## src/sv/assert_macros.svh

```systemverilog
// ----------------------------------------------------------------------------
// assert_macros
// Concurrent assertion helpers, compiled out when SYNTH is defined.
// ----------------------------------------------------------------------------
`ifndef ASSERT_MACROS_SVH
`define ASSERT_MACROS_SVH

`ifndef SYNTH
`define ASSERT_IMPL(lbl, clk, rst_n, ante, cons) \
    lbl: assert property (@(posedge clk) disable iff (!(rst_n)) (ante) |-> (cons)) \
        else $error("assertion failed");
`define ASSERT_NEXT(lbl, clk, rst_n, ante, cons) \
    lbl: assert property (@(posedge clk) disable iff (!(rst_n)) (ante) |=> (cons)) \
        else $error("assertion failed");
`else
`define ASSERT_IMPL(lbl, clk, rst_n, ante, cons)
`define ASSERT_NEXT(lbl, clk, rst_n, ante, cons)
`endif

`endif

```

## src/sv/prq_pkg.sv

```systemverilog
// ----------------------------------------------------------------------------
// prq_pkg
// Shared widths, codes and controller/datapath interface types.
// ----------------------------------------------------------------------------
package prq_pkg;

    localparam int NAME_LIMIT = 8192;

    localparam int TAG_W     = 16;
    localparam int LEN_W     = 13;
    localparam int SIZE_W    = 32;
    localparam int ENTRY_W   = TAG_W + LEN_W + SIZE_W;
    localparam int POLICY_W  = 2;
    localparam int CAP_W     = 5;
    localparam int STATUS_W  = 2;
    localparam int OCC_W     = 5;
    localparam int CFG_IDX_W = 1;
    localparam int CFG_DAT_W = 5;

    localparam logic [STATUS_W-1:0] STATUS_OK    = 2'd0;
    localparam logic [STATUS_W-1:0] STATUS_FULL  = 2'd1;
    localparam logic [STATUS_W-1:0] STATUS_EMPTY = 2'd2;

    localparam logic [POLICY_W-1:0] POLICY_FIFO = 2'd0;
    localparam logic [POLICY_W-1:0] POLICY_NAME = 2'd1;

    localparam logic CMD_INSERT = 1'b0;
    localparam logic CMD_REMOVE = 1'b1;

    localparam logic [CFG_IDX_W-1:0] CFG_POLICY   = 1'b0;
    localparam logic [CFG_IDX_W-1:0] CFG_CAPACITY = 1'b1;

    localparam logic [POLICY_W-1:0] POLICY_RESET   = POLICY_FIFO;
    localparam logic [CAP_W-1:0]    CAPACITY_RESET = 5'd16;

    typedef enum logic [2:0] {
        ST_IDLE,
        ST_DECODE,
        ST_SCAN,
        ST_SHIFT_START,
        ST_SHIFT,
        ST_FINISH
    } t_state;

    typedef struct packed {
        logic ready;
        logic accept;
        logic decode;
        logic scan;
        logic shift_start;
        logic shift;
        logic finish;
    } t_ctrl_cmd;

    typedef struct packed {
        logic is_insert;
        logic queue_full;
        logic queue_empty;
        logic scan_done;
        logic shift_needed;
        logic shift_done;
        logic out_free;
    } t_dp_status;

endpackage

```

## src/sv/prq_ram.sv

```systemverilog
// ----------------------------------------------------------------------------
// prq_ram
// Generic single write, single read RAM with registered read data.
// ----------------------------------------------------------------------------
module prq_ram #(
    parameter int WIDTH = 61,
    parameter int DEPTH = 16,
    localparam int AW   = (DEPTH > 1) ? $clog2(DEPTH) : 1
) (
    input  logic             i_clk,
    input  logic             i_we,
    input  logic [AW-1:0]    i_waddr,
    input  logic [WIDTH-1:0] i_wdata,
    input  logic [AW-1:0]    i_raddr,
    output logic [WIDTH-1:0] o_rdata
);

    logic [WIDTH-1:0] r_mem [DEPTH];
    logic [WIDTH-1:0] r_rdata;

    always_ff @(posedge i_clk) begin
        if (i_we) begin
            r_mem[i_waddr] <= i_wdata;
        end
        r_rdata <= r_mem[i_raddr];
    end

    assign o_rdata = r_rdata;

endmodule

```

## src/sv/prq_ctrl.sv

```systemverilog
// ----------------------------------------------------------------------------
// prq_ctrl
// Sequencer for decode, key scan, compaction and result hand-off.
// ----------------------------------------------------------------------------
module prq_ctrl
    import prq_pkg::*;
(
    input  logic       i_clk,
    input  logic       i_rst_n,
    input  logic       i_in_valid,
    input  t_dp_status i_status,
    output t_ctrl_cmd  o_cmd
);

    t_state r_state;
    t_state n_state;

    always_ff @(posedge i_clk) begin
        if (!i_rst_n) begin
            r_state <= ST_IDLE;
        end else begin
            r_state <= n_state;
        end
    end

    always_comb begin
        n_state = r_state;
        case (r_state)
            ST_IDLE: begin
                if (i_in_valid) n_state = ST_DECODE;
            end
            ST_DECODE: begin
                if (!i_status.is_insert && !i_status.queue_empty) n_state = ST_SCAN;
                else n_state = ST_FINISH;
            end
            ST_SCAN: begin
                if (i_status.scan_done) n_state = ST_SHIFT_START;
            end
            ST_SHIFT_START: begin
                if (i_status.shift_needed) n_state = ST_SHIFT;
                else n_state = ST_FINISH;
            end
            ST_SHIFT: begin
                if (i_status.shift_done) n_state = ST_FINISH;
            end
            ST_FINISH: begin
                if (i_status.out_free) n_state = ST_IDLE;
            end
            default: n_state = ST_IDLE;
        endcase
    end

    always_comb begin
        o_cmd = '0;
        case (r_state)
            ST_IDLE: begin
                o_cmd.ready  = 1'b1;
                o_cmd.accept = i_in_valid;
            end
            ST_DECODE:      o_cmd.decode      = 1'b1;
            ST_SCAN:        o_cmd.scan        = 1'b1;
            ST_SHIFT_START: o_cmd.shift_start = 1'b1;
            ST_SHIFT:       o_cmd.shift       = 1'b1;
            ST_FINISH:      o_cmd.finish      = i_status.out_free;
            default:        o_cmd = '0;
        endcase
    end

endmodule

```

## src/sv/prq_datapath.sv

```systemverilog
// ----------------------------------------------------------------------------
// prq_datapath
// Request latch, entry store, min-key scan, compaction and result register.
// ----------------------------------------------------------------------------
module prq_datapath
    import prq_pkg::*;
#(
    parameter int QUEUE_DEPTH = 16,
    localparam int AW = (QUEUE_DEPTH > 1) ? $clog2(QUEUE_DEPTH) : 1,
    localparam int CW = $clog2(QUEUE_DEPTH + 1)
) (
    input  logic                 i_clk,
    input  logic                 i_rst_n,
    input  t_ctrl_cmd            i_cmd,
    output t_dp_status           o_status,
    input  logic                 i_cfg_we,
    input  logic [CFG_IDX_W-1:0] i_cfg_index,
    input  logic [CFG_DAT_W-1:0] i_cfg_wdata,
    input  logic                 i_in_command,
    input  logic [TAG_W-1:0]     i_in_tag,
    input  logic [LEN_W-1:0]     i_in_name_length,
    input  logic [SIZE_W-1:0]    i_in_file_size,
    input  logic                 i_out_ready,
    output logic                 o_out_valid,
    output logic [STATUS_W-1:0]  o_out_status,
    output logic [TAG_W-1:0]     o_out_tag,
    output logic [LEN_W-1:0]     o_out_name_length,
    output logic [SIZE_W-1:0]    o_out_file_size,
    output logic [OCC_W-1:0]     o_out_occupancy
);

    logic [POLICY_W-1:0] r_policy;
    logic [CAP_W-1:0]    r_capacity;
    logic [CW-1:0]       r_count,    n_count;
    logic                r_cmd,      n_cmd;
    logic [ENTRY_W-1:0]  r_req,      n_req;
    logic [STATUS_W-1:0] r_code,     n_code;
    logic [CW-1:0]       r_ptr,      n_ptr;
    logic [AW-1:0]       r_best_idx, n_best_idx;
    logic [ENTRY_W-1:0]  r_best,     n_best;
    logic                r_out_valid, n_out_valid;
    logic [STATUS_W-1:0] r_out_status, n_out_status;
    logic [ENTRY_W-1:0]  r_out_entry,  n_out_entry;
    logic [OCC_W-1:0]    r_out_occ,    n_out_occ;

    logic               ram_we;
    logic [AW-1:0]      ram_waddr;
    logic [ENTRY_W-1:0] ram_wdata;
    logic [AW-1:0]      ram_raddr;
    logic [ENTRY_W-1:0] ram_rdata;

    logic [LEN_W-1:0]   sat_len;
    logic               queue_full;
    logic               smaller;
    logic [CW-1:0]      next_idx;
    logic [CW-1:0]      shift_dst;
    logic [CW-1:0]      count_upd;

    prq_ram #(
        .WIDTH (ENTRY_W),
        .DEPTH (QUEUE_DEPTH)
    ) u_ram (
        .i_clk   (i_clk),
        .i_we    (ram_we),
        .i_waddr (ram_waddr),
        .i_wdata (ram_wdata),
        .i_raddr (ram_raddr),
        .o_rdata (ram_rdata)
    );

    // entry word: tag lowest, then name length, then file size
    assign sat_len = (32'(i_in_name_length) > NAME_LIMIT - 1) ?
                     LEN_W'(NAME_LIMIT - 1) : i_in_name_length;

    assign queue_full = (32'(r_count) >= 32'(r_capacity)) ||
                        (32'(r_count) >= QUEUE_DEPTH);

    always_comb begin
        case (r_policy)
            POLICY_FIFO: smaller = 1'b0;
            POLICY_NAME: smaller = ram_rdata[TAG_W +: LEN_W] < r_best[TAG_W +: LEN_W];
            default:     smaller = ram_rdata[TAG_W+LEN_W +: SIZE_W] <
                                   r_best[TAG_W+LEN_W +: SIZE_W];
        endcase
    end

    assign next_idx  = CW'(r_best_idx) + CW'(1);
    assign shift_dst = r_ptr - CW'(2);
    assign count_upd = (r_code != STATUS_OK) ? r_count :
                       (r_cmd == CMD_INSERT) ? r_count + CW'(1) : r_count - CW'(1);

    always_comb begin
        o_status.is_insert    = (r_cmd == CMD_INSERT);
        o_status.queue_full   = queue_full;
        o_status.queue_empty  = (r_count == '0);
        o_status.scan_done    = (r_ptr == r_count) || (r_policy == POLICY_FIFO);
        o_status.shift_needed = (next_idx < r_count);
        o_status.shift_done   = (r_ptr == r_count);
        o_status.out_free     = !r_out_valid || i_out_ready;
    end

    always_comb begin
        n_count      = r_count;
        n_cmd        = r_cmd;
        n_req        = r_req;
        n_code       = r_code;
        n_ptr        = r_ptr;
        n_best_idx   = r_best_idx;
        n_best       = r_best;
        n_out_valid  = r_out_valid;
        n_out_status = r_out_status;
        n_out_entry  = r_out_entry;
        n_out_occ    = r_out_occ;
        ram_we       = 1'b0;
        ram_waddr    = r_count[AW-1:0];
        ram_wdata    = r_req;
        ram_raddr    = '0;

        if (i_cmd.accept) begin
            n_cmd = i_in_command;
            n_req = {i_in_file_size, sat_len, i_in_tag};
        end

        if (i_cmd.decode) begin
            n_best     = '0;
            n_best_idx = '0;
            if (r_cmd == CMD_INSERT) begin
                n_code = queue_full ? STATUS_FULL : STATUS_OK;
                ram_we = !queue_full;
            end else begin
                n_code = (r_count == '0) ? STATUS_EMPTY : STATUS_OK;
                n_ptr  = CW'(1);
            end
        end

        if (i_cmd.scan) begin
            if ((r_ptr == CW'(1)) || smaller) begin
                n_best     = ram_rdata;
                n_best_idx = AW'(r_ptr - CW'(1));
            end
            if (!o_status.scan_done) begin
                ram_raddr = r_ptr[AW-1:0];
                n_ptr     = r_ptr + CW'(1);
            end
        end

        if (i_cmd.shift_start) begin
            ram_raddr = next_idx[AW-1:0];
            n_ptr     = next_idx + CW'(1);
        end

        if (i_cmd.shift) begin
            ram_we    = 1'b1;
            ram_waddr = shift_dst[AW-1:0];
            ram_wdata = ram_rdata;
            if (!o_status.shift_done) begin
                ram_raddr = r_ptr[AW-1:0];
                n_ptr     = r_ptr + CW'(1);
            end
        end

        if (i_cmd.finish) begin
            n_out_valid  = 1'b1;
            n_out_status = r_code;
            n_out_entry  = r_best;
            n_out_occ    = OCC_W'(count_upd);
            n_count      = count_upd;
        end else if (i_out_ready) begin
            n_out_valid = 1'b0;
        end
    end

    always_ff @(posedge i_clk) begin
        if (!i_rst_n) begin
            r_policy    <= POLICY_RESET;
            r_capacity  <= CAPACITY_RESET;
            r_count     <= '0;
            r_out_valid <= 1'b0;
        end else begin
            if (i_cfg_we) begin
                case (i_cfg_index)
                    CFG_POLICY:   r_policy   <= i_cfg_wdata[POLICY_W-1:0];
                    CFG_CAPACITY: r_capacity <= i_cfg_wdata[CAP_W-1:0];
                    default: ;
                endcase
            end
            r_count     <= n_count;
            r_out_valid <= n_out_valid;
        end
    end

    always_ff @(posedge i_clk) begin
        r_cmd        <= n_cmd;
        r_req        <= n_req;
        r_code       <= n_code;
        r_ptr        <= n_ptr;
        r_best_idx   <= n_best_idx;
        r_best       <= n_best;
        r_out_status <= n_out_status;
        r_out_entry  <= n_out_entry;
        r_out_occ    <= n_out_occ;
    end

    assign o_out_valid       = r_out_valid;
    assign o_out_status      = r_out_status;
    assign o_out_tag         = r_out_entry[0 +: TAG_W];
    assign o_out_name_length = r_out_entry[TAG_W +: LEN_W];
    assign o_out_file_size   = r_out_entry[TAG_W+LEN_W +: SIZE_W];
    assign o_out_occupancy   = r_out_occ;

endmodule

```

## src/sv/policy_request_queue_core.sv

```systemverilog
// ----------------------------------------------------------------------------
// policy_request_queue_core
// Bounded request queue served first-in-first-out, shortest name first or
// smallest file first.
// ----------------------------------------------------------------------------
// One request is handled at a time, and the input is ready again once its
// result is loaded into the output register, in the same cycle that the
// result becomes valid. An insert, and a remove that fails, go from decode
// straight to the hand-off. A remove from a non-empty queue first scans the
// keys for the chosen entry (first-in-first-out skips the scan) and then
// closes up the gap behind the removed entry: the entry RAM has one read
// port and is read once per cycle, first to scan the keys and then to shift
// the later entries down. A result that the sink has not taken stalls only
// the final hand-off.
`include "assert_macros.svh"

module policy_request_queue_core
    import prq_pkg::*;
#(
    parameter int QUEUE_DEPTH = 16
) (
    input  logic                 i_clk,
    input  logic                 i_rst_n,
    input  logic                 i_cfg_we,
    input  logic [CFG_IDX_W-1:0] i_cfg_index,
    input  logic [CFG_DAT_W-1:0] i_cfg_wdata,
    input  logic                 s_axis_tvalid,
    output logic                 s_axis_tready,
    // tag, name_length, file_size, zero pad
    input  logic [63:0]          s_axis_tdata,
    // command
    input  logic [0:0]           s_axis_tuser,
    output logic                 m_axis_tvalid,
    input  logic                 m_axis_tready,
    // out_tag, out_name_length, out_file_size, occupancy, zero pad
    output logic [71:0]          m_axis_tdata,
    // status
    output logic [STATUS_W-1:0]  m_axis_tuser
);

    t_ctrl_cmd  w_cmd;
    t_dp_status w_status;

    logic [TAG_W-1:0]    w_out_tag;
    logic [LEN_W-1:0]    w_out_len;
    logic [SIZE_W-1:0]   w_out_size;
    logic [OCC_W-1:0]    w_out_occ;
    logic [STATUS_W-1:0] w_out_status;

    prq_ctrl u_ctrl (
        .i_clk      (i_clk),
        .i_rst_n    (i_rst_n),
        .i_in_valid (s_axis_tvalid),
        .i_status   (w_status),
        .o_cmd      (w_cmd)
    );

    prq_datapath #(
        .QUEUE_DEPTH (QUEUE_DEPTH)
    ) u_datapath (
        .i_clk             (i_clk),
        .i_rst_n           (i_rst_n),
        .i_cmd             (w_cmd),
        .o_status          (w_status),
        .i_cfg_we          (i_cfg_we),
        .i_cfg_index       (i_cfg_index),
        .i_cfg_wdata       (i_cfg_wdata),
        .i_in_command      (s_axis_tuser[0]),
        .i_in_tag          (s_axis_tdata[15:0]),
        .i_in_name_length  (s_axis_tdata[28:16]),
        .i_in_file_size    (s_axis_tdata[60:29]),
        .i_out_ready       (m_axis_tready),
        .o_out_valid       (m_axis_tvalid),
        .o_out_status      (w_out_status),
        .o_out_tag         (w_out_tag),
        .o_out_name_length (w_out_len),
        .o_out_file_size   (w_out_size),
        .o_out_occupancy   (w_out_occ)
    );

    assign s_axis_tready = w_cmd.ready;
    assign m_axis_tuser  = w_out_status;
    assign m_axis_tdata  = {6'd0, w_out_occ, w_out_size, w_out_len, w_out_tag};

    // one request in flight at a time
    `ASSERT_NEXT(a_single_request, i_clk, i_rst_n, s_axis_tvalid && s_axis_tready, !s_axis_tready)
    // failed steps carry no entry
    `ASSERT_IMPL(a_fail_no_entry, i_clk, i_rst_n, m_axis_tvalid && (w_out_status != STATUS_OK), (w_out_tag == '0) && (w_out_len == '0) && (w_out_size == '0))
    // empty status only with an empty queue
    `ASSERT_IMPL(a_empty_occ, i_clk, i_rst_n, m_axis_tvalid && (w_out_status == STATUS_EMPTY), w_out_occ == '0)
    // occupancy never beyond the store
    `ASSERT_IMPL(a_occ_bound, i_clk, i_rst_n, m_axis_tvalid, 32'(w_out_occ) <= QUEUE_DEPTH)

endmodule

```

## config.mk

```make
export PLATFORM = sky130hd
export DESIGN_NAME = policy_request_queue_core
export DESIGN_NICKNAME = d
export VERILOG_FILES = /design/src/sv/prq_pkg.sv /design/src/sv/prq_ram.sv /design/src/sv/prq_ctrl.sv /design/src/sv/prq_datapath.sv /design/src/sv/policy_request_queue_core.sv
export VERILOG_INCLUDE_DIRS = /design/src /design/src/sv
export SDC_FILE = /design/constraint.sdc
export NUM_CORES = 2
export LEC_CHECK = 0
export CORE_AREA = 2 2 285 357
export DETAILED_ROUTE_END_ITERATION = 12
export DIE_AREA = 0 0 287 359
export DONT_BUFFER_PORTS = 1
export PLACE_DENSITY = 0.69
export SETUP_SLACK_MARGIN = 0.05
export SLEW_MARGIN = 25
export SYNTH_ARGS = -nofsm -noshare
export SYNTH_HDL_FRONTEND = slang
export SYNTH_SLANG_ARGS = --single-unit
```

## constraint.sdc

```tcl
create_clock -name i_clk -period 5.1 [get_ports i_clk]
set_input_delay 0.255 -clock i_clk [delete_from_list [all_inputs] [get_ports i_clk]]
set_output_delay 0.255 -clock i_clk [all_outputs]
set_load 0.01 [all_outputs]
```

# Yosys cells after proc, flatten, opt, wreduce, memory -nomap -nowiden
# Memory sizes are Yosys's and may differ from the RTL's. A register that Yosys moved wholly into a read port is not among the register bits.
# Cells that the tools add are included.
[totals] ff_bits=218 mem_bits_rw=976 input_bits=76 output_inout_bits=76 n_memories=1
[classes] n_addsub=7 order_cmp=5 eq_ne=12 n_mux=46 n_bitwise=1 reduce_logical=16
[mem_list] memory="u_datapath.u_ram.r_mem" words=16 word_bits=61 rd=1 rd_ports_with_merged_regs=1 write_ports=1 line_no="prq_ram.sv:18" rtl="logic [WIDTH-1:0] r_mem [DEPTH];"
[ops] cell="2-to-1 mux 61 bit" count=4
[ops] cell="2-to-1 mux 5 bit" count=9
[ops] cell="2-to-1 mux 4 bit" count=9
[ops] cell="less-than comparator 32 bit" count=1
[ops] cell="one-hot mux 3 bit (6 select lines)" count=1
[ops] cell="adder 5 x 1 -> 5 bit (second input constant)" count=3
[ops] cell="2-to-1 mux 3 bit" count=5
[ops] cell="2-to-1 mux 1 bit" count=14
[ops] cell="less-than comparator 13 bit" count=1
[ops] cell="equality test 3 x 2 -> 1 bit (second input constant)" count=2
[ops] cell="equality test 3 bit (second input constant)" count=2
[ops] cell="2-to-1 mux 2 bit" count=3
[ops] cell="!= test 2 x 1 -> 1 bit (second input constant)" count=3
[ops] cell="adder 4 x 1 -> 5 bit (second input constant)" count=1
[ops] cell="equality test 5 x 1 -> 1 bit (second input constant)" count=1
[ops] cell="equality test 5 bit" count=1
[ops] cell="greater-or-equal comparator 5 bit" count=1
[ops] cell="greater-or-equal comparator 5 bit (second input constant)" count=1
[ops] cell="logical NOT 5 bit" count=1
[ops] cell="less-than comparator 5 bit" count=1
[ops] cell="subtractor 5 x 1 -> 5 bit (second input constant)" count=1
[ops] cell="logical OR 1 bit" count=4
[ops] cell="AND reduction 2 bit" count=2
[ops] cell="AND reduction 4 bit" count=1
[ops] cell="12 further kinds" count=15

# Longest topological paths before layout
[logic_depth] ltp_word=8 depth_mapped=13

# By module
# From an unflattened synthesis, not the netlist that was laid out.
[unflattened] cells_unflattened=2389 area_unflattened_um2=47832.1
[by_module_without_submodules] mod="prq_ram" instances=1 cells_each=1572 area_each_um2=37765.0
[by_module_without_submodules] mod="prq_datapath" instances=1 cells_each=778 area_each_um2=9766.9
[by_module_without_submodules] mod="prq_ctrl" instances=1 cells_each=32 area_each_um2=251.5
[by_module_without_submodules] mod="policy_request_queue_core" instances=1 cells_each=7 area_each_um2=48.8

# Worst setup path after synthesis
# Ideal clock, no wire load.
[synth_timing] kind="register to register" from="reg u_datapath.r_count[0]" to="mem u_datapath.u_ram.r_mem[10][0] (enable)" arrival_time_ns=4.930 required_ns=4.619 path_slack_ns=-0.310 path_stages_with_launch=11 period_less_slack_ns=5.410 path_cell_list="dfxtp_1 -> buf_2 -> inv_1 -> ha_1 -> nand2b_1 -> a21o_1 -> a21o_1 -> a21o_1 -> a2111oi_0 -> a31oi_1 -> nor2_1"
[synth_via] elab_chain_cells=8 elab_cells_between_ends=10 classes_between="order compare: 2; mux: 6; reduce/logical: 2"
[synth_lines] element="start: declaration" line_no="prq_datapath.sv:34" rtl="logic [CW-1:0] r_count, n_count;"
[synth_lines] element="start signal: assignment" line_no="prq_datapath.sv:187" rtl="r_count <= n_count;"
[synth_lines] element="greater-or-equal comparator 5 bit, on equally long branches" line_no="prq_datapath.sv:75, prq_datapath.sv:76"
[synth_lines] element="logical OR 1 bit" line_no="prq_datapath.sv:75" rtl="assign queue_full = (32'(r_count) >= 32'(r_capacity)) ||"
[synth_lines] element="logical NOT 1 bit" line_no="prq_datapath.sv:129" rtl="ram_we = !queue_full;"
[synth_lines] element="2-to-1 mux 1 bit" line_no="prq_datapath.sv:127" rtl="if (r_cmd == CMD_INSERT) begin"
[synth_lines] element="2-to-1 mux 1 bit" line_no="prq_datapath.sv:124" rtl="if (i_cmd.decode) begin"
[synth_lines] element="2-to-1 mux 1 bit" line_no="prq_datapath.sv:152" rtl="if (i_cmd.shift) begin"
[synth_lines] element="2-to-1 mux 1 bit" line_no="prq_ram.sv:22" rtl="if (i_we) begin"
[synth_lines] element="2-to-1 mux 1 bit (not written as such)" line_no="prq_ram.sv:23" rtl="r_mem[i_waddr] <= i_wdata;"
[synth_lines] element="end: declaration" line_no="prq_ram.sv:18"
# Several ways; a longest one is shown, not always the timed one.

# Worst setup path in the final report
[layout_timing] from="reg u_datapath.r_count[0]" to="mem u_datapath.u_ram.r_mem[4][25] (enable)"
# Same word-level chain as after synthesis.

==> impl_metrics.toml <==
[status]
outcome = "complete, no violations"

[power_and_ir_drop]
vdd_ir_drop_max_mv = 0.270
cellPowerDensity_mw_per_mm2 = 435
p_total_mw = 25.2
p_leak_nw = 20.6

[die]
start_util = 0.514
ios = 152
die_width_um = 287
core_area_mm2 = 0.0999
die_area_mm2 = 0.103
die_y_um = 359
fp-row-count = 130

[grt]
grt_use_total = 0.249
grt_pass1_vias = 30900
grt_max_degree = 181
grt_pass1_wl_um = 193000
grt_antenna_before_repair = 2
gr-total-overflow = 0

[routing]
dr_total_vias = 32200
ant_nets = 0
wl_per_cell_um = 24.9
first_pass_iters = 5
drc = 0
drt-initial-drc-count = 3154
drt_wl_total_um = 130000
drt-vias-per-instance = 6.16

[sta]
totalNegativeSetupSlack_ns = 0
tightest_slew_ns = 1.07
fin_crit_sh = 0.834
slew_viol_final = 0
fmax_mhz = 235
rsz0062_at_grt = "false"
finalSetupViolCount = 0
hold_viol_final = 0
slew_headroom = 0.287
min_period_ns = 4.25
final.setup_skew_ns = 0.0390

[clock_tree]
tritoncts = "done"
clk_path_buf_depth = 3
cts_setup_buffers = 0
cts.sinks = 1255
cts_buffers = 118
htree_levels = 3
cts-root-buf = "clkbuf_16"
cts_resized = 0
cts_hold_buffers = 80
clk_latency_ns = 0.75
path_clk_slew_ns = 0.06

[synth]
ys_ff_latch = 1255
synthesis.area_mm2 = 0.0513
ys_async_sr_fraction = 0
syn_avg_cell_area_um2 = 13.5
synth-main-ff-cell = "edfxtp_1"
netlist_instances = 3796
synth-edff-count = 1108
ys_types = 62
ys_seq_area_frac = 0.705
ys.warnings.count = 0

[cells_and_area]
antenna-diode-count = 0
nFillCells = 7652
area_growth_pct = 12.7
nNetsFinal = 3945
multiInputGateArea_mm2 = 0.0140
drive_gt1_frac = 0.0760
area.sequential_mm2 = 0.0362

[min_path]
hold_path.class = "input pin to flop"
holdPathStages = 1
hold_end = "u_datapath.r_req[39]$_DFFE_PP_"
worstHoldStart = "s_axis_tdata[39]"

[critical_path]
arrival_ns = 4.64
r2r_start = "u_datapath.r_count[0]$_SDFFE_PN0P_"
path_max_fanout = 31
rrSetupSlack_ns = 0.85
crit_type = "flop to flop"
r2r-end = "u_datapath.u_ram.r_mem[4][25]$_DFFE_PP_"
worstPathRequired_ns = 5.49
setup.worst_path.end_class = "flop"
ff2ff_path_depth = 10
start_kind = "flop"

[run]
max_cap_violations = 0

[placement]
dp_hpwl_um = 67700
port_buffers = 0
gp_congestion = 0.804
-- Yosys cell counts (all sizes together), types with 2 or more instances --
master | number | area share
a2111oi | 4 | 0.00068
o21ai | 43 | 0.0042
nand4 | 3 | 0.00037
nand2b | 4 | 0.00049
o31ai | 47 | 0.0069
nand2 | 545 | 0.040
nor3 | 14 | 0.0016
or4 | 61 | 0.0089
a21oi | 277 | 0.027
or3 | 123 | 0.015
ha | 63 | 0.015
and3 | 2 | 0.00024
a21o | 10 | 0.0015
and4 | 5 | 0.00085
a311oi | 123 | 0.021
a21boi | 6 | 0.00088
xnor2 | 13 | 0.0022
nor2 | 272 | 0.020
buf | 79 | 0.0080
dfxtp | 147 | 0.057
clkbuf | 199 | 0.015
nor4 | 2 | 0.00024
o21a | 14 | 0.0020
nand3 | 14 | 0.0014
nand3b | 2 | 0.00029
xor2 | 10 | 0.0017
a211oi | 128 | 0.019
a31oi | 4 | 0.00049
edfxtp | 1108 | 0.65
nor2b | 10 | 0.0012
and2 | 5 | 0.00061
a22oi | 4 | 0.00068
mux2i | 248 | 0.048
a221oi | 121 | 0.021
mux2 | 2 | 0.00051
inv | 67 | 0.0049
-- sequential cells by signal, summed over array words and instances, names as in the netlist --
signal / flops
u_datapath.r_count: 5
u_datapath.r_cmd: 1
u_ctrl.r_state: 3
u_datapath.r_ptr: 5
u_datapath.r_req: 61
u_datapath.r_capacity: 5
u_datapath.r_out_entry: 61
u_datapath.r_policy: 2
u_datapath.r_code: 2
u_datapath.r_best: 61
u_datapath.u_ram.o_rdata: 61
u_datapath.o_out_valid: 1
u_datapath.o_out_status: 2
u_datapath.r_best_idx: 4
u_datapath.u_ram.r_mem: 976
u_datapath.o_out_occupancy: 5
-- placed cells by master (no fill, tap or decap), drive strengths merged, types with 3 or more instances in the layout --
cell type	synthesis	final
or4	61	61
nor2b	10	10
nand2b	4	4
dfxtp	147	147
conb	1	6
and2	5	5
nand2	545	545
a21o	10	10
mux2i	248	248
buf	79	82
a31oi	4	4
a21boi	6	6
nor3	14	14
o21ai	43	43
inv	67	71
edfxtp	1108	1108
a22oi	4	4
a311oi	123	123
xor2	10	10
a211oi	128	128
a2111oi	4	4
nor2	272	272
nand3	14	14
ha	63	63
and4	5	5
o31ai	47	47
clkinvlp	0	4
clkbuf	199	155
nand4	3	3
bufinv	0	8
dlygate4sd3	0	80
a21oi	277	277
o21a	14	14
a221oi	121	121
clkinv	0	51
or3	123	123
xnor2	13	13
-- layer usage --
metal,routed length [um],track usage,share of wire
met1,51900,0.333,0.40
met2,63600,0.412,0.49
met3,10500,0.0386,0.081
met4,4350,0.0954,0.033
met5,13,0,0.00010
-- worst max-delay path, cell delays in order (launching register included) --
cell,delay [ns]
dfxtp_1,0.50
inv_1,0.19
ha_1,0.32
nand2b_1,0.14
a21o_1,0.17
a21o_1,0.17
a21o_1,0.18
a2111oi_1,0.74
a21oi_1,0.51
nor2_4,0.61
buf_12,0.36
-- through the flow --
stage | cells | setup slack, ns | utilization | area (um^2) | hold WS [ns]
2_1_floorplan | 3801 | -0.310 | - | 51400 | 0.354
3_3_place_gp | 4924 | 0.700 | 0.533 | 53200 | 0.332
3_5_place_dp | 4924 | 0.629 | 0.533 | 53200 | 0.336
4_1_cts | 5226 | 0.633 | 0.579 | 57900 | 0.0981
5_1_grt | 5227 | 0.626 | 0.580 | 57900 | 0.134
6_report | 5227 | 0.849 | 0.580 | 57900 | 0.136
-- how the worst max path moves through the flow --
stage / from / end / slack (ns)
finish: u_datapath.r_count[0]$_SDFFE_PN0P_ / u_datapath.u_ram.r_mem[4][25]$_DFFE_PP_ / 0.85
detailed placement: u_datapath.r_count[0]$_SDFFE_PN0P_ / u_datapath.u_ram.r_mem[4][29]$_DFFE_PP_ / 0.63
floorplan: u_datapath.r_count[0]$_SDFFE_PN0P_ / u_datapath.u_ram.r_mem[10][0]$_DFFE_PP_ / -0.31
global route: u_datapath.r_count[0]$_SDFFE_PN0P_ / u_datapath.u_ram.r_mem[4][24]$_DFFE_PP_ / 0.63
global placement: u_datapath.r_count[0]$_SDFFE_PN0P_ / u_datapath.u_ram.r_mem[14][33]$_DFFE_PP_ / 0.70
CTS: u_datapath.r_count[0]$_SDFFE_PN0P_ / u_datapath.u_ram.r_mem[4][19]$_DFFE_PP_ / 0.63
-- cell type report --
type                            count  share of cell area
Clock buffer                      155              0.0559
Clock inverter                     67              0.0104
Inverter                           67             0.00435
Multi-Input combinational cell   2201               0.242
Sequential cell                  1255               0.626
Tap cell                         1320              0.0285
Timing Repair Buffer              162              0.0333
-- power by group --
group | switching [mW] | internal, mW | leakage, nW
combinational | 2.67 | 1.07 | 7.43
sequential | 0.494 | 12.3 | 11.3
clock | 3.81 | 4.87 | 1.87
total | 6.98 | 18.2 | 20.6
-- kinds of logic after synthesis --
logic type | after synthesis | share of synthesized area
xor+xnor | 23 | 0.00392
simple gates | 1066 | 0.0916
compound gates | 792 | 0.107
flops | 1255 | 0.705
buf+inv | 345 | 0.0275
fa+ha+maj | 64 | 0.0157
other cells | 1 | 0.0000730
mux | 250 | 0.0489
(Power assumes the default switching activity.)
